$ cat config.mk
export PLATFORM = sky130hd
export DESIGN_NAME = color_palette_ram_with_autoincrement_core_flat
export DESIGN_NICKNAME = d
export VERILOG_FILES = /design/src/hdl/cpr_pkg.sv /design/src/hdl/cpr_req_if.sv /design/src/hdl/cpr_rsp_if.sv /design/src/hdl/cpr_ram.sv /design/src/hdl/cpr_ctrl.sv /design/src/hdl/cpr_datapath.sv /design/src/hdl/color_palette_ram_with_autoincrement_core.sv /design/src/flat_wrapper.sv
export SDC_FILE = /design/constraint.sdc
export NUM_CORES = 2
export LEC_CHECK = 0
export BUFFER_PORTS_ARGS = -buffer_cell sky130_fd_sc_hd__buf_2
export CAP_MARGIN = 30
export CORE_MARGIN = 3
export CORE_UTILIZATION = 55
export DETAILED_ROUTE_END_ITERATION = 16
export PLACE_DENSITY = 0.71
export SLEW_MARGIN = 20
export SYNTH_ARGS = -nofsm -noshare
export SYNTH_HDL_FRONTEND = slang
export SYNTH_SLANG_ARGS = --single-unit
$ cat constraint.sdc
create_clock -name clk -period 3.2 [get_ports clk]
set_clock_uncertainty 0.1 [all_clocks]
set_input_delay 0.32 -clock clk [delete_from_list [all_inputs] [get_ports clk]]
set_output_delay 0.32 -clock clk [all_outputs]
set_load 0.01 [all_outputs]
$ cat src/hdl/cpr_pkg.sv
// ----------------------------------------------------------------------------
// cpr_pkg
// Shared types, constants and helpers of the color palette RAM block.
// ----------------------------------------------------------------------------
package cpr_pkg;

  localparam int unsigned PALETTE_BYTES = 64;
  localparam int unsigned IDX_W         = $clog2(PALETTE_BYTES);

  localparam logic [15:0] ADDR_BG_SPEC = 16'hFF68;
  localparam logic [15:0] ADDR_BG_DATA = 16'hFF69;
  localparam logic [15:0] ADDR_SP_SPEC = 16'hFF6A;
  localparam logic [15:0] ADDR_SP_DATA = 16'hFF6B;
  localparam logic [7:0]  INVALID_READ = 8'hFF;
  localparam int unsigned AUTO_INC_BIT = 7;

  typedef enum logic [1:0] {
    OP_READ      = 2'd0,
    OP_WRITE     = 2'd1,
    OP_BG_LOOKUP = 2'd2,
    OP_SP_LOOKUP = 2'd3
  } cpr_op_t;

  typedef struct packed {
    logic acc_read;
    logic acc_write;
    logic acc_lookup;
    logic load_color;
  } cpr_ctl_t;

  function automatic logic [7:0] widen5(input logic [4:0] c);
    widen5 = {c, c[4:2]};
  endfunction

endpackage

$ cat src/hdl/cpr_req_if.sv
// ----------------------------------------------------------------------------
// cpr_req_if
// Request channel: bus access or color lookup word.
// ----------------------------------------------------------------------------
interface cpr_req_if #(
  parameter int unsigned IDX_W = cpr_pkg::IDX_W
);
  logic             valid;
  logic             ready;
  cpr_pkg::cpr_op_t cmd;
  logic [15:0]      address;
  logic [7:0]       write_data;
  logic [IDX_W-1:0] color_index;

  modport source (output valid, cmd, address, write_data, color_index, input ready);
  modport sink   (input valid, cmd, address, write_data, color_index, output ready);
endinterface

$ cat src/hdl/cpr_rsp_if.sv
// ----------------------------------------------------------------------------
// cpr_rsp_if
// Response channel: read byte or widened color word.
// ----------------------------------------------------------------------------
interface cpr_rsp_if;
  logic       valid;
  logic       ready;
  logic [7:0] read_data;
  logic [7:0] red;
  logic [7:0] green;
  logic [7:0] blue;

  modport source (output valid, read_data, red, green, blue, input ready);
  modport sink   (input valid, read_data, red, green, blue, output ready);
endinterface

$ cat src/hdl/cpr_ram.sv
// ----------------------------------------------------------------------------
// cpr_ram
// Generic RAM, one write port and two registered read ports.
// ----------------------------------------------------------------------------
module cpr_ram #(
  parameter int unsigned WIDTH = 8,
  parameter int unsigned DEPTH = cpr_pkg::PALETTE_BYTES
) (
  input  logic                     clk,
  input  logic                     wr_en,
  input  logic [$clog2(DEPTH)-1:0] wr_addr,
  input  logic [WIDTH-1:0]         wr_data,
  input  logic                     rd_en,
  input  logic [$clog2(DEPTH)-1:0] rd_addr_a,
  input  logic [$clog2(DEPTH)-1:0] rd_addr_b,
  output logic [WIDTH-1:0]         rd_data_a,
  output logic [WIDTH-1:0]         rd_data_b
);

  logic [WIDTH-1:0] mem [DEPTH];

  always_ff @(posedge clk) begin
    if (wr_en) begin
      mem[wr_addr] <= wr_data;
    end
    if (rd_en) begin
      rd_data_a <= mem[rd_addr_a];
      rd_data_b <= mem[rd_addr_b];
    end
  end

endmodule

$ cat src/hdl/cpr_ctrl.sv
// ----------------------------------------------------------------------------
// cpr_ctrl
// Controller: accepts words, sequences lookups, owns the result valid.
// ----------------------------------------------------------------------------
module cpr_ctrl (
  input  logic              clk,
  input  logic              rst,
  input  logic              req_valid,
  input  cpr_pkg::cpr_op_t  req_cmd,
  output logic              req_ready,
  output logic              rsp_valid,
  input  logic              rsp_ready,
  output cpr_pkg::cpr_ctl_t ctl
);

  typedef enum logic {
    S_IDLE,
    S_LOOKUP
  } state_t;

  state_t state;
  logic   accept;

  assign req_ready = (state == S_IDLE) && (!rsp_valid || rsp_ready);
  assign accept    = req_valid && req_ready;

  always_comb begin
    ctl            = '0;
    ctl.acc_read   = accept && (req_cmd == cpr_pkg::OP_READ);
    ctl.acc_write  = accept && (req_cmd == cpr_pkg::OP_WRITE);
    ctl.acc_lookup = accept && ((req_cmd == cpr_pkg::OP_BG_LOOKUP) ||
                                (req_cmd == cpr_pkg::OP_SP_LOOKUP));
    ctl.load_color = (state == S_LOOKUP);
  end

  always_ff @(posedge clk) begin
    if (rst) begin
      state     <= S_IDLE;
      rsp_valid <= 1'b0;
    end else begin
      unique case (state)
        S_IDLE: begin
          if (ctl.acc_lookup) begin
            state <= S_LOOKUP;
          end
        end
        S_LOOKUP: begin
          state <= S_IDLE;
        end
        default: begin
          state <= S_IDLE;
        end
      endcase
      if (ctl.acc_read || ctl.load_color) begin
        rsp_valid <= 1'b1;
      end else if (rsp_ready) begin
        rsp_valid <= 1'b0;
      end
    end
  end

  a_lookup_blocks: assert property (@(posedge clk) disable iff (rst)
    ctl.acc_lookup |=> !req_ready)
    else $error("word accepted during lookup");

  a_lookup_result: assert property (@(posedge clk) disable iff (rst)
    ctl.acc_lookup |=> ##1 rsp_valid)
    else $error("lookup result missing");

  a_read_result: assert property (@(posedge clk) disable iff (rst)
    ctl.acc_read |=> rsp_valid)
    else $error("read result missing");

  a_write_silent: assert property (@(posedge clk) disable iff (rst)
    (ctl.acc_write && !rsp_valid) |=> !rsp_valid)
    else $error("write produced a result");

endmodule

$ cat src/hdl/cpr_datapath.sv
// ----------------------------------------------------------------------------
// cpr_datapath
// Datapath: spec and data registers, palette RAMs, result register.
// ----------------------------------------------------------------------------
module cpr_datapath #(
  parameter int unsigned PALETTE_BYTES = cpr_pkg::PALETTE_BYTES,
  parameter int unsigned IDX_W         = $clog2(PALETTE_BYTES)
) (
  input  logic              clk,
  input  logic              rst,
  input  cpr_pkg::cpr_ctl_t ctl,
  input  cpr_pkg::cpr_op_t  cmd,
  input  logic [15:0]       address,
  input  logic [7:0]        write_data,
  input  logic [IDX_W-1:0]  color_index,
  output logic [7:0]        read_data,
  output logic [7:0]        red,
  output logic [7:0]        green,
  output logic [7:0]        blue
);

  logic [7:0]       bg_spec;
  logic [7:0]       bg_latch;
  logic [7:0]       sp_spec;
  logic [7:0]       sp_latch;
  logic             sel_sprite;
  logic             bg_wr;
  logic             sp_wr;
  logic [IDX_W-1:0] hi_index;
  logic [7:0]       bg_lo;
  logic [7:0]       bg_hi;
  logic [7:0]       sp_lo;
  logic [7:0]       sp_hi;
  logic [15:0]      color;
  logic [7:0]       reg_byte;

  assign bg_wr    = ctl.acc_write && (address == cpr_pkg::ADDR_BG_DATA);
  assign sp_wr    = ctl.acc_write && (address == cpr_pkg::ADDR_SP_DATA);
  assign hi_index = color_index + IDX_W'(1);

  cpr_ram #(.WIDTH(8), .DEPTH(PALETTE_BYTES)) u_bg_ram (
    .clk       (clk),
    .wr_en     (bg_wr),
    .wr_addr   (bg_spec[IDX_W-1:0]),
    .wr_data   (write_data),
    .rd_en     (ctl.acc_lookup),
    .rd_addr_a (color_index),
    .rd_addr_b (hi_index),
    .rd_data_a (bg_lo),
    .rd_data_b (bg_hi)
  );

  cpr_ram #(.WIDTH(8), .DEPTH(PALETTE_BYTES)) u_sp_ram (
    .clk       (clk),
    .wr_en     (sp_wr),
    .wr_addr   (sp_spec[IDX_W-1:0]),
    .wr_data   (write_data),
    .rd_en     (ctl.acc_lookup),
    .rd_addr_a (color_index),
    .rd_addr_b (hi_index),
    .rd_data_a (sp_lo),
    .rd_data_b (sp_hi)
  );

  always_ff @(posedge clk) begin
    if (rst) begin
      bg_spec  <= '0;
      bg_latch <= '0;
      sp_spec  <= '0;
      sp_latch <= '0;
    end else if (ctl.acc_write) begin
      unique case (address)
        cpr_pkg::ADDR_BG_SPEC: bg_spec <= write_data;
        cpr_pkg::ADDR_BG_DATA: begin
          bg_latch <= write_data;
          if (bg_spec[cpr_pkg::AUTO_INC_BIT]) begin
            bg_spec[IDX_W-1:0] <= bg_spec[IDX_W-1:0] + IDX_W'(1);
          end
        end
        cpr_pkg::ADDR_SP_SPEC: sp_spec <= write_data;
        cpr_pkg::ADDR_SP_DATA: begin
          sp_latch <= write_data;
          if (sp_spec[cpr_pkg::AUTO_INC_BIT]) begin
            sp_spec[IDX_W-1:0] <= sp_spec[IDX_W-1:0] + IDX_W'(1);
          end
        end
        default: ;
      endcase
    end
  end

  always_comb begin
    unique case (address)
      cpr_pkg::ADDR_BG_SPEC: reg_byte = bg_spec;
      cpr_pkg::ADDR_BG_DATA: reg_byte = bg_latch;
      cpr_pkg::ADDR_SP_SPEC: reg_byte = sp_spec;
      cpr_pkg::ADDR_SP_DATA: reg_byte = sp_latch;
      default:               reg_byte = cpr_pkg::INVALID_READ;
    endcase
  end

  assign color = sel_sprite ? {sp_hi, sp_lo} : {bg_hi, bg_lo};

  always_ff @(posedge clk) begin
    if (ctl.acc_lookup) begin
      sel_sprite <= (cmd == cpr_pkg::OP_SP_LOOKUP);
    end
    if (ctl.acc_read) begin
      read_data <= reg_byte;
      red       <= '0;
      green     <= '0;
      blue      <= '0;
    end else if (ctl.load_color) begin
      read_data <= '0;
      red       <= cpr_pkg::widen5(color[4:0]);
      green     <= cpr_pkg::widen5(color[9:5]);
      blue      <= cpr_pkg::widen5(color[14:10]);
    end
  end

endmodule

$ cat src/hdl/color_palette_ram_with_autoincrement_core.sv
// ----------------------------------------------------------------------------
// color_palette_ram_with_autoincrement_core
// Background and sprite palette RAMs behind spec/data bus registers.
// ----------------------------------------------------------------------------
// A bus read answers from the output register; a write gives no response word.
// A color lookup passes through the registered read of the palette RAM,
// which fetches both bytes of the entry in one access, and then the output
// register; no request is taken in its lookup state. The response sits in an
// output register, and a new request is taken only while that register is
// empty or its word is taken in the same cycle.
module color_palette_ram_with_autoincrement_core #(
  parameter int unsigned PALETTE_BYTES = cpr_pkg::PALETTE_BYTES
) (
  input logic      clk,
  input logic      rst,
  cpr_req_if.sink  req,
  cpr_rsp_if.source rsp
);

  cpr_pkg::cpr_ctl_t ctl;

  cpr_ctrl u_ctrl (
    .clk       (clk),
    .rst       (rst),
    .req_valid (req.valid),
    .req_cmd   (req.cmd),
    .req_ready (req.ready),
    .rsp_valid (rsp.valid),
    .rsp_ready (rsp.ready),
    .ctl       (ctl)
  );

  cpr_datapath #(.PALETTE_BYTES(PALETTE_BYTES)) u_datapath (
    .clk         (clk),
    .rst         (rst),
    .ctl         (ctl),
    .cmd         (req.cmd),
    .address     (req.address),
    .write_data  (req.write_data),
    .color_index (req.color_index),
    .read_data   (rsp.read_data),
    .red         (rsp.red),
    .green       (rsp.green),
    .blue        (rsp.blue)
  );

endmodule
$ cat src/flat_wrapper.sv
// flat-port wrapper written by rule: the top's interface ports become plain ports
module color_palette_ram_with_autoincrement_core_flat 
#(
  parameter int unsigned PALETTE_BYTES = cpr_pkg::PALETTE_BYTES
)
  (clk, rst, req_valid, req_cmd, req_address, req_write_data, req_color_index, req_ready, rsp_valid, rsp_read_data, rsp_red, rsp_green, rsp_blue, rsp_ready);
  cpr_req_if req_i ();
  cpr_rsp_if rsp_i ();
  input logic clk;
  input logic rst;
  input wire logic [$bits(req_i.valid)-1:0] req_valid;
  input wire logic [$bits(req_i.cmd)-1:0] req_cmd;
  input wire logic [$bits(req_i.address)-1:0] req_address;
  input wire logic [$bits(req_i.write_data)-1:0] req_write_data;
  input wire logic [$bits(req_i.color_index)-1:0] req_color_index;
  output wire logic [$bits(req_i.ready)-1:0] req_ready;
  output wire logic [$bits(rsp_i.valid)-1:0] rsp_valid;
  output wire logic [$bits(rsp_i.read_data)-1:0] rsp_read_data;
  output wire logic [$bits(rsp_i.red)-1:0] rsp_red;
  output wire logic [$bits(rsp_i.green)-1:0] rsp_green;
  output wire logic [$bits(rsp_i.blue)-1:0] rsp_blue;
  input wire logic [$bits(rsp_i.ready)-1:0] rsp_ready;
  assign req_i.valid = req_valid;
  assign req_i.cmd = req_cmd;
  assign req_i.address = req_address;
  assign req_i.write_data = req_write_data;
  assign req_i.color_index = req_color_index;
  assign req_ready = req_i.ready;
  assign rsp_valid = rsp_i.valid;
  assign rsp_read_data = rsp_i.read_data;
  assign rsp_red = rsp_i.red;
  assign rsp_green = rsp_i.green;
  assign rsp_blue = rsp_i.blue;
  assign rsp_i.ready = rsp_ready;
  color_palette_ram_with_autoincrement_core #(.PALETTE_BYTES(PALETTE_BYTES)) u_core (.clk(clk), .rst(rst), .req(req_i), .rsp(rsp_i));
endmodule
* Yosys cells after proc, flatten, opt, wreduce, memory -nomap -nowiden
Memories as Yosys holds them, arrays and structs flattened. A register that Yosys moved wholly into a read port is not among the register bits.
Index checks and enable logic that the tools add are counted.
** Storage, ports and cells
- Bits in registers :: 67
- RAM bits :: 1024
- Input bits :: 36
- Output and inout bits :: 34
- Logic and storage cells :: 66
- Memories :: 2
** Memories
- u_core.u_datapath.u_bg_ram.mem :: depth 64, width 8, rd ports 2, clocked after Yosys merged registers in 2, write ports 1, RTL line cpr_ram.sv:20 : logic [WIDTH-1:0] mem [DEPTH];
- u_core.u_datapath.u_sp_ram.mem :: depth 64, width 8, rd ports 2, clocked after Yosys merged registers in 2, write ports 1, RTL line cpr_ram.sv:20
** Operators by class
- $add $sub $neg :: 3
- Eq/ne operators :: 9
- Mux-type cells :: 16
- Bitwise operators :: 1
- Reduce and logical (&&, ||, !) cells :: 22
** Operator list (count)
- $eq 16x16->1 const B :: 4
- $pmux 8 s4 :: 1
- $pmux 6 s2 :: 2
- $add 6x1->6 const B :: 3
- $mux 8 :: 2
- $mux 15 :: 1
- $mux 6 :: 2
- $reduce_and 2->1 :: 4
- $reduce_bool 2->1 :: 4
- $logic_and 1x1->1 :: 7
- $mux 1 :: 7
- $reduce_and 3->1 :: 2
- $eq 2x2->1 const B :: 2
- $ne 2x2->1 const B :: 2
- $logic_or 1x1->1 :: 3
- $eq 2x1->1 const B :: 1
- $logic_not 2->1 :: 1
- $pmux 1 s2 :: 1
- $logic_not 1->1 :: 1
- $not 1->1 :: 1

* Logic depth before layout (Yosys ltp)
- Word-level depth :: 8
- Mapped depth :: 11
- Gate-level depth less buffers :: 6

* By module
Synthesis repeated with hierarchy kept, for this count alone.
** Second synthesis, totals
- Cell total of the unflattened synthesis :: 2755
- Area, all modules :: 52026.1 um^2
** By module, submodules not included
- cpr_ram :: instances 2, cells each 1211, area each 24434.7 um^2, sequential area each 15855.2 um^2
- cpr_datapath :: instances 1, cells each 318, area each 3041.7 um^2, sequential area each 1211.2 um^2
- cpr_ctrl :: instances 1, cells each 15, area each 115.1 um^2, sequential area each 40.0 um^2

* Worst setup path before layout
No wires, ideal clock.
- Kind :: input -> register
- Start point :: input port req_address[2]
- End point :: memory u_core.u_datapath.u_bg_ram.mem[7][0] (enable)
- Setup time :: 0.383 ns
- Data arrival time :: 2.309 ns
- Required time :: 2.717 ns
- Setup slack :: 0.408 ns
- Cell stages on the path :: 7
- Path buffers :: 2
- Cells stage by stage :: nor4bb_1 > and4bb_2 > buf_2 > nand3_1 > clkbuf_1 > or3_1 > nor3_1
** On the way
- Word-level cells in the longest chain between the ends :: 4
** RTL lines
- start, declared :: RTL line flat_wrapper.sv:13 : input wire logic [$bits(req_i.address)-1:0] req_address;
- $eq 16x16->1 :: RTL line cpr_datapath.sv:37 : assign bg_wr = ctl.acc_write && (address == cpr_pkg::ADDR_BG_DATA);
- $logic_and 1x1->1 :: RTL line cpr_datapath.sv:37
- $mux 1 :: RTL line cpr_ram.sv:23 : if (wr_en) begin
- $mux 1 (implied by the code) :: RTL line cpr_ram.sv:24 : mem[wr_addr] <= wr_data;
- end, declared :: RTL line cpr_ram.sv:20
Every way passes these cells.

* Worst setup path in the final report
- Start point :: input port req_color_index[1]
- End point :: register u_core.u_datapath.u_sp_ram.rd_data_b[4] (read register of u_core.u_datapath.u_sp_ram.mem) (data pin)
** On the way
- Word-level cells in the longest chain between the ends :: 1
** RTL lines
- start, declared :: RTL line flat_wrapper.sv:15 : input wire logic [$bits(req_i.color_index)-1:0] req_color_index;
- $add 6x1->6 :: RTL line cpr_datapath.sv:39 : assign hi_index = color_index + IDX_W'(1);
- end, declared :: RTL line cpr_ram.sv:17 : output logic [WIDTH-1:0] rd_data_b
Every way passes these cells.
A chain may end at the register's enable or synchronous reset.

==> flow_summary.yaml <==
outcome:
  status: "completed"
pwr:
  switching_share_pct: 22.2
  seqPwrFrac_pct: 50.0
  p_comb_share_pct: 9.1
  p_int_mw: 25.0
  power_switching_mw: 7.13
  vdd_drop_max_mv: 0.478
  leakagePower_nw: 18.8
  p_clk_share_pct: 40.9
  p_per_area_nw_per_um2: 554
cts:
  root_buffer: "clkbuf_16"
  hold_buffers: 2
  clkSinkCount: 1112
  clk_latency_ps: 690
  cts_resized: 0
  cts_setup_buffers: 0
  htreeDepth: 3
  cts_made_buffers: 112
  clk_pin_slew_ps: 60
  cts_tree: "yes"
  cts_buffer_depth: 3
worst_setup_path:
  critPathSlowestCell: "mux4_2"
  arrival_ps: 2990
  crit_type: "in -> reg"
  worstPathCellList: "buf_8, ha_4, buf_12, buf_4, buf_12, mux4_2, mux2_2, o22ai_1, o41ai_1"
  worstSetupStartpoint: "req_color_index[1]"
  reg2reg_from: "u_core.u_ctrl.rsp_valid"
  crit_end: "u_core.u_datapath.u_sp_ram.rd_data_b[4]"
  critPathRequiredTime_ps: 3520
  r2r_slack_ps: 600
  r2r-end: "u_core.u_datapath.u_bg_ram.mem[33][6]"
  worstPathMaxFanout: 27
  worst-r2r-cell-count: 6
  critPathLaunchType: "primary input"
  critPathMaxStageDelay_ps: 540
  worstSetupEndpointType: "flop"
  cp_common_cell: "buf_12"
sta:
  rsz0062_at_grt: "no"
  finalCritPeriodShare_pct: 83.5
  finalMaxSlewViolations: 0
  post-route-min-period_ps: 2670
  tightest_slew_ps: 972
  hold_violations: 0
  timing.fmax_ghz: 0.374
  slew_headroom_pct: 35.2
  hold_ws_ps: 31.4
  setup_viol: 0
synthesis:
  synth-seq-area-share_pct: 64.4
  ys.flop_type: "edfxtp_1"
  avgSynthCellArea_um2: 18.9
  netlist_area_um2: 51100
  yosys_warnings: 0
  synthesis.instances: 2702
  async_flop_share_pct: 0
  ys_ff_latch: 1112
  syn-num-nets: 2741
  synth_enable_flop_cells: 1063
  yosysUniqueCellTypes: 60
worst_hold_path:
  min_path_type: "in -> reg"
layout:
  antenna_cells: 0
  drive_above_1_share_pct: 36.2
  syn_to_final_growth_pct: 13.4
  fin_util_pct: 63.1
  num-nets-final: 2967
  fill_cells: 6230
floorplanning:
  die_h_um: 311
  dieArea_um2: 96500
  fp.dieW_um: 311
  start_util_pct: 55.6
  io-pin-count: 70
  core-area_um2: 91800
  rows: 111
detailed_routing:
  wl_per_cell_um: 33.3
  detail-route-antenna-nets: 0
  wirelength_um: 142000
  num_vias: 29815
  first_pass_iters: 6
  route.detailed.drc: 0
  via_per_inst: 7.00
  drtIter0Drc: 4289
flow_run:
  maxCapViolations: 0
place:
  gp_congestion: 0.948
  dp_hpwl_um: 95600
  io_buffer_count: 69
global_routing:
  antenna_found_initial: 3
  overflow: 0
  grt_max_degree: 104
  grt.total_usage_pct: 29.7
  grt_pass1_vias: 29728
  grt_pass1_wl_um: 209000
[layer usage]
layer / vias to the layer above / global-route usage (%) / wire, um
li1: 11820 / - / -
met1: 15660 / 42.7 / 53000
met2: 2034 / 45.7 / 67000
met3: 295 / 6.64 / 16700
met4: 6 / 10.3 / 5340
met5: - / 0 / 38
[state kept, by name, summed over array words and instances (netlist names)]
| register | flops |
|---|---|
| u_core.u_datapath.bg_latch | 8 |
| u_core.u_datapath.u_sp_ram.rd_data_b | 7 |
| u_core.u_datapath.u_sp_ram.rd_data_a | 8 |
| u_core.u_datapath.u_bg_ram.mem | 512 |
| u_core.u_datapath.sp_spec | 8 |
| u_core.u_ctrl.state | 1 |
| u_core.u_ctrl.rsp_valid | 1 |
| u_core.u_datapath.read_data | 8 |
| u_core.u_datapath.u_sp_ram.mem | 512 |
| u_core.u_datapath.blue | 5 |
| u_core.u_datapath.green | 5 |
| u_core.u_datapath.sel_sprite | 1 |
| u_core.u_datapath.u_bg_ram.rd_data_b | 7 |
| u_core.u_datapath.bg_spec | 8 |
| u_core.u_datapath.u_bg_ram.rd_data_a | 8 |
| u_core.u_datapath.sp_latch | 8 |
| u_core.u_datapath.red | 5 |
[cells in the mapped netlist, types with 29 or more instances]
master	count	share of area, %
nand3_1	30	0.29
nor2b_1	29	0.36
dfxtp_1	49	1.9
mux2i_1	49	0.96
mux4_2	536	24
clkbuf_1	75	0.55
nor2_1	186	1.4
a21oi_1	31	0.30
edfxtp_1	1063	63
nand2_1	160	1.2
and3_1	34	0.42
buf_2	82	0.80
o21ai_0	36	0.35
buf_4	47	0.69
[cells by family (layout without fill, tap and decap cells)]
| family | after synthesis | after routing | share of synthesized area (%) |
|---|---|---|---|
| buffers and inverters | 234 | 550 | 2.45 |
| and+or+nand+nor | 522 | 522 | 4.73 |
| xor gates and xnor gates | 7 | 7 | 0.164 |
| AOI/OAI and AO/OA | 211 | 211 | 2.95 |
| DFF | 1112 | 1112 | 64.4 |
| muxes | 613 | 613 | 25.2 |
| adders and majority gates | 3 | 3 | 0.0735 |
[through the flow]
stage | power [mW] | setup slack [ps] | area (um^2) | setup TNS (ps) | std cells
2_1_floorplan | 18.1 | 408 | 51100 | 0 | 2702
3_3_place_gp | 19.2 | -96.9 | 54300 | -151 | 4055
3_5_place_dp | 19.3 | -102 | 54300 | -148 | 4055
4_1_cts | 32.2 | 615 | 57900 | 0 | 4261
5_1_grt | 33.0 | 447 | 57900 | 0 | 4261
6_report | 32.1 | 528 | 57900 | 0 | 4261
[power by group through the flow]
stage | clock (mW) | combinational, mW | sequential, mW
2_1_floorplan | 0 | 1.74 | 16.4
3_3_place_gp | 0 | 2.85 | 16.4
3_5_place_dp | 0 | 2.89 | 16.4
4_1_cts | 13.3 | 2.91 | 16.1
5_1_grt | 13.9 | 3.06 | 16.0
6_report | 13.1 | 2.91 | 16.1
[area by class of cell]
| cell class | instances | area [um^2] | area share [%] |
|---|---|---|---|
| Inverter | 5 | 20.0 | 0.0346 |
| Clock buffer | 140 | 2990 | 5.16 |
| Multi-Input combinational cell | 1356 | 17000 | 29.3 |
| Sequential cell | 1112 | 32900 | 56.8 |
| Timing Repair Buffer | 341 | 2810 | 4.86 |
| Clock inverter | 64 | 667 | 1.15 |
| Tap cell | 1243 | 1560 | 2.68 |
[layout by cell type (no fill, tap or decap), types with 31 or more instances in the layout]
cell type / instances
edfxtp_1: 1063
mux4_2: 536
buf_4: 248
nor2_1: 186
nand2_1: 160
clkbuf_16: 115
buf_2: 58
mux2i_1: 49
dfxtp_1: 49
o21ai_0: 36
and3_1: 33
a21oi_1: 31
[critical path, delay by kind of cell]
family / cells / cell delay (ps)
adders and majority gates: 1 / 360
buffers and inverters: 4 / 900
muxes: 2 / 860
AOI/OAI and AO/OA: 2 / 490
[worst min path at each step]
| stage | start | to | cells after the start |
|---|---|---|---|
| floorplan | req_write_data[0] | u_core.u_datapath.u_bg_ram.mem[0][0] | 0 |
| global placement | u_core.u_datapath.bg_latch[5] | u_core.u_datapath.bg_latch[5] | 2 |
| detailed placement | u_core.u_datapath.bg_latch[4] | u_core.u_datapath.bg_latch[4] | 2 |
| CTS | rst | u_core.u_datapath.sp_latch[7] | 2 |
| global route | req_write_data[7] | u_core.u_datapath.u_bg_ram.mem[16][7] | 1 |
| finish | req_write_data[7] | u_core.u_datapath.u_bg_ram.mem[28][7] | 1 |
Power figures use the tool's default switching activity.
